[src/hdl/mss_pkg.sv]
`timescale 1ns / 1ps
package mss_pkg;

    localparam int DATA_W     = 16;
    localparam int FRAC_W     = 12;
    localparam int ACC_W      = 32;
    localparam int IDX_W      = 10;
    localparam int CFG_W      = 11;
    localparam int CFG_IDX_W  = 3;
    localparam int CLS_W      = 6;
    localparam int PROB_W     = 16;
    localparam int EXP_W      = 17;
    localparam int EXP_ACC_W  = 33;
    localparam int EXP_STEPS  = 8;
    localparam int DIV_NUM_W  = 33;
    localparam int DIV_DEN_W  = 23;
    localparam int SUM_W      = 23;
    localparam int NUM_W_REGS = 4;

    localparam logic [CFG_W-1:0] MAX_WIDTH = 11'd1024;

    // request codes
    localparam logic [1:0] REQ_WEIGHT = 2'd0;
    localparam logic [1:0] REQ_BIAS   = 2'd1;
    localparam logic [1:0] REQ_SAMPLE = 2'd2;
    localparam logic [1:0] REQ_UNUSED = 2'd3;

    // configuration register indexes
    localparam logic [CFG_IDX_W-1:0] CFG_NUM_LAYERS   = 3'd0;
    localparam logic [CFG_IDX_W-1:0] CFG_INPUT_WIDTH  = 3'd1;
    localparam logic [CFG_IDX_W-1:0] CFG_SECOND_WIDTH = 3'd2;
    localparam logic [CFG_IDX_W-1:0] CFG_THIRD_WIDTH  = 3'd3;
    localparam logic [CFG_IDX_W-1:0] CFG_FOURTH_WIDTH = 3'd4;

    typedef struct packed {
        logic [1:0]              req_type;
        logic [1:0]              layer_sel;
        logic [IDX_W-1:0]        src_index;
        logic [IDX_W-1:0]        dst_index;
        logic signed [DATA_W-1:0] value;
        logic                    last_sample;
    } t_req;

    typedef struct packed {
        logic [CLS_W-1:0]  class_index;
        logic [PROB_W-1:0] probability;
        logic              last;
    } t_res;

    typedef enum logic [4:0] {
        S_IDLE,
        S_BIAS,
        S_LOAD,
        S_MAC,
        S_DRAIN,
        S_SIG_EXP,
        S_SIG_DIV,
        S_MAX,
        S_MAX_END,
        S_EXP_RD,
        S_EXP_GO,
        S_EXP_WAIT,
        S_DIV_RD,
        S_DIV_GO,
        S_DIV_WAIT,
        S_EMIT
    } t_state;

    // exp(-2^j/16) in Q0.32
    function automatic logic [31:0] exp_factor(input int j);
        logic [31:0] f;
        case (j)
            0:       f = 32'd4034748382;
            1:       f = 32'd3790295335;
            2:       f = 32'd3344923893;
            3:       f = 32'd2605029347;
            4:       f = 32'd1580030169;
            5:       f = 32'd581260615;
            6:       f = 32'd78665070;
            7:       f = 32'd1440801;
            default: f = 32'd0;
        endcase
        return f;
    endfunction

endpackage

[src/hdl/mss_divider.sv]
`timescale 1ns / 1ps
module mss_divider (
    input  logic                            i_clk,
    input  logic                            i_rst_n,
    input  logic                            i_start,
    input  logic [mss_pkg::DIV_NUM_W-1:0]   i_num,
    input  logic [mss_pkg::DIV_DEN_W-1:0]   i_den,
    output logic                            o_done,
    output logic [mss_pkg::DIV_NUM_W-1:0]   o_quo
);
    localparam int NW    = mss_pkg::DIV_NUM_W;
    localparam int DW    = mss_pkg::DIV_DEN_W;
    localparam int CNT_W = $clog2(NW);

    logic              r_busy;
    logic              r_done;
    logic [CNT_W-1:0]  r_cnt;
    logic [NW-1:0]     r_quo;
    logic [DW-1:0]     r_rem;
    logic [DW-1:0]     r_den;
    logic [DW:0]       w_trial;
    logic [DW:0]       w_diff;
    logic              w_ge;

    // restoring division, one quotient bit per cycle
    always_comb begin
        w_trial = {r_rem, r_quo[NW-1]};
        w_diff  = w_trial - {1'b0, r_den};
        w_ge    = (w_trial >= {1'b0, r_den});
    end

    always_ff @(posedge i_clk) begin
        if (!i_rst_n) begin
            r_busy <= 1'b0;
            r_done <= 1'b0;
            r_cnt  <= '0;
        end else begin
            r_done <= r_busy && (r_cnt == '0);
            if (i_start) begin
                r_busy <= 1'b1;
                r_cnt  <= CNT_W'(NW - 1);
            end else if (r_busy) begin
                if (r_cnt == '0) begin
                    r_busy <= 1'b0;
                end else begin
                    r_cnt <= r_cnt - 1'b1;
                end
            end
        end
    end

    always_ff @(posedge i_clk) begin
        if (i_start) begin
            r_quo <= i_num;
            r_rem <= '0;
            r_den <= i_den;
        end else if (r_busy) begin
            r_quo <= {r_quo[NW-2:0], w_ge};
            r_rem <= w_ge ? w_diff[DW-1:0] : w_trial[DW-1:0];
        end
    end

    assign o_done = r_done;
    assign o_quo  = r_quo;
endmodule

[config.mk]
export PLATFORM = sky130hd
export DESIGN_NAME = mss_divider
export DESIGN_NICKNAME = d
export VERILOG_FILES = /design/src/hdl/mss_pkg.sv /design/src/hdl/mss_divider.sv
export SDC_FILE = /design/constraint.sdc
export NUM_CORES = 1
export LEC_CHECK = 0
export BUFFER_PORTS_ARGS = -buffer_cell sky130_fd_sc_hd__buf_2
export CAP_MARGIN = 15
export CELL_PAD_IN_SITES_DETAIL_PLACEMENT = 2
export CELL_PAD_IN_SITES_GLOBAL_PLACEMENT = 2
export CORE_UTILIZATION = 35
export DETAILED_ROUTE_END_ITERATION = 6
export PLACE_DENSITY_LB_ADDON = 0.12
export SLEW_MARGIN = 40
export SYNTH_ARGS = -nofsm -noshare
export SYNTH_HDL_FRONTEND = slang
export SYNTH_SLANG_ARGS = --single-unit
[constraint.sdc]
create_clock -name i_clk -period 3.09 [get_ports i_clk]
set_input_delay 0.1545 -clock i_clk [delete_from_list [all_inputs] [get_ports i_clk]]
set_output_delay 0.1545 -clock i_clk [all_outputs]
set_load 0.02 [all_outputs]
==> summary.md <==
| Metric | Value |
|---|---|
| GR Layer Usage met2 | `36.07%` |
| Filler instances | `1389` |
| Max Buffers Root-to-Sink | `2` |
| First-pass GRT wire length | `21.79 mm` |
| Met1 usage | `21.94%` |
| GRT overflow | `0` |
| Die H | `117.6 um` |
| CP endpoint kind | `register` |
| GRT Total Usage | `19.84%` |
| Share of cells above drive strength 1 | `29.50%` |
| Dpl cells | `687` |
| IO Port Bufs | `92` |
| Synth top area share | `35.93%` |
| Num CTS Buffers | `9` |
| Setup tns final | `0 ns` |
| Number of global-route vias before repair | `4314` |
| Post-synth EDFFs | `56` |
| Minimum clock period | `2.849 ns` |
| Antenna diode count | `0` |
| Synth area leaders | `edfxtp_1 (36%), dfxtp_1 (13%), mux2_2 (7.9%), ha_1 (6.7%), a21oi_1 (3.3%)` |
| Mapped Cells | `431` |
| Max Clock Skew | `0.006816 ns` |
| Vias post-DR | `3762` |
| Seq/Total Area, Yosys | `49.18%` |
| WHS | `0.06527 ns` |
| Top FF cell, synth | `edfxtp_1` |
| H-tree depth | `3` |
| GR met3 Demand/Resource | `6.831%` |
| Detailed Route WL | `12.90 mm` |
| Critical path peak fanout | `16` |
| Max Slew Vio Count | `0` |
| Avg Inst Size Synth | `10.86 um^2` |
| Synth warn | `0` |
| Worst min path class | `in -> reg` |
| GP Congestion | `0.7905` |
| Mapped cell area | `4681 um^2` |
| TritonRoute pass-1 iters | `4` |
| DR vias/cell | `5.168` |
| GR peak layer | `met2` |
| Rows | `41` |
| WL/cell | `17.73 um` |
| Clk slew on worst S/H paths | `0.06 ns` |
| Pwr Total | `3.204 mW` |
| Achievable frequency | `351.0 MHz` |
| Final HPWL DP | `9.430 mm` |
| Data arrival, critical path | `3.11 ns` |
| #FFs+latches synth | `87` |
| Largest net degree at the start of global routing | `50` |
| Ports | `93` |
| Fin cells | `728` |
| Starting density of the core | `36.50%` |
| Clock Tree Root | `clkbuf_16` |
| Unrepaired setup endpoints after global routing | `no` |
| Die X | `117.6 um` |
| Final Setup Violations | `0` |
| Die area | `13840 um^2` |
| Least-Margin Pin Slew | `0.6342 ns` |
| Mapped Nets | `516` |
| PwrDens | `547.1 nW/um^2` |
| Layout area overhead | `25.13%` |
| CTS Sinks | `87` |
| Initial antenna violation count | `1` |
| Share of flip-flops with an asynchronous set or reset | `0%` |
| Slew headroom | `57.72%` |
| Static Leak | `2.472 nW` |
| DRC | `0` |
| Later-pin clock latency in the skew report | `0.35 ns` |
| Crit start category | `register` |
| Drt initial violations | `99` |
| Synth cell types | `54` |
| Largest area contributor in the netlist | `edfxtp_1` |
| CP Data Required Time | `3.35 ns` |
| Worst VDD drop | `0.4738 mV` |
| Final worst-path cycle share | `92.20%` |
| Crit path kind | `reg -> reg` |
| Core footprint | `12820 um^2` |
| Max-cap violation count | `0` |
| Final hold vios | `0` |
| Status | `finished, final reports clean` |
| CTS tree | `yes` |
| Final nets | `636` |
| Post-DRT Antenna Nets | `0` |
[path summary, 6_finish.rpt]
kind	slack [ns]	cells after the start	startpoint	end
worst max-delay path	0.24	11	o_quo[32]	r_rem[4]
worst min-delay path	0.07	2	i_rst_n	r_cnt[5]
worst max register to register	0.24	11	o_quo[32]	r_rem[4]
worst min register to register	0.50	2	r_rem[22]	r_rem[22]
[layer usage]
metal,wire (um),vias up
li1,-,1815
met1,5404,1859
met2,6642,74
met3,711,14
met4,146,0
met5,0,-
[critical path: stages, from the launching register on]
cell      delay (ns)
edfxtp_1        0.37
inv_1           0.05
ha_1            0.22
fa_1            0.42
nor2b_1         0.16
o31a_1          0.30
o211ai_2        0.13
a31oi_1         0.26
a211oi_4        0.06
buf_4           0.21
a211o_1         0.29
a311oi_2        0.27
[placed cells by master (no fill, tap or decap), types with 11 or more instances in the layout]
| master | n |
|---|---|
| dfxtp_1 | 31 |
| mux2_2 | 33 |
| buf_4 | 11 |
| nand2_1 | 20 |
| ha_1 | 25 |
| a211oi_1 | 14 |
| buf_2 | 91 |
| a21oi_1 | 31 |
| inv_1 | 33 |
| nor2_1 | 40 |
| dlygate4sd3_1 | 23 |
| o21ai_0 | 16 |
| edfxtp_1 | 56 |
[kinds of logic after synthesis]
family	synth area share, %
simple gates	10.53
buf+inv	4.411
fa+ha+maj	7.110
xor+xnor	3.742
compound gates	16.01
flops	49.18
mux	9.008
[state kept, by name, summed over array words and instances (netlist names)]
name,flops
o_quo,33
r_den,23
r_rem,23
r_cnt,6
o_done,1
r_busy,1
[timing repair]
action,4_1_cts,5_1_grt
hold buffers,23,0
setup endpoints to repair,0,1
resized for setup,0,2
buffers inserted,0,2
endpoints found under the hold margin,23,0
[layout make-up]
cell class | instances | area, um^2 | share of cell area [%]
clock buffer | 9 | 225.2 | 3.845
clock inverter | 7 | 46.29 | 0.7904
inverter | 33 | 123.9 | 2.115
multi-input combinational | 295 | 2176 | 37.15
sequential | 87 | 2302 | 39.31
tap | 172 | 215.2 | 3.674
timing repair buffer | 125 | 768.2 | 13.12
[per-stage QoR]
step                setup slack, ns  util [%]  cell area [um^2]
finish                       0.2409     45.67              5857
global route                0.04220     45.67              5857
CTS                          0.1442     45.52              5838
detailed placement           0.1785     41.61              5336
global placement             0.3178     41.61              5336
floorplan                    0.3838         -              4681
[power by group]
part | total, mW | leakage (nW) | switching [mW] | internal (mW)
combinational | 0.763 | 1.53 | 0.443 | 0.320
sequential | 1.41 | 0.811 | 0.0604 | 1.35
clock | 1.03 | 0.131 | 0.481 | 0.545
[synthesized netlist by cell type, drive strengths merged (5+ instances only)]
cell and instances:
mux2 33, nor3 5, o21a 5, ha 25, xor2 10, nor2b 8, mux2i 5, xnor2 10
a21oi 32, nand2b 6, edfxtp 56, a21o 5, o21bai 5, dfxtp 31, a211oi 15, buf 9
clkbuf 7, nor2 40, inv 33, o21ai 19, nand4 5, nand2 20
No activity file was read; power rests on OpenSTA's default activity.
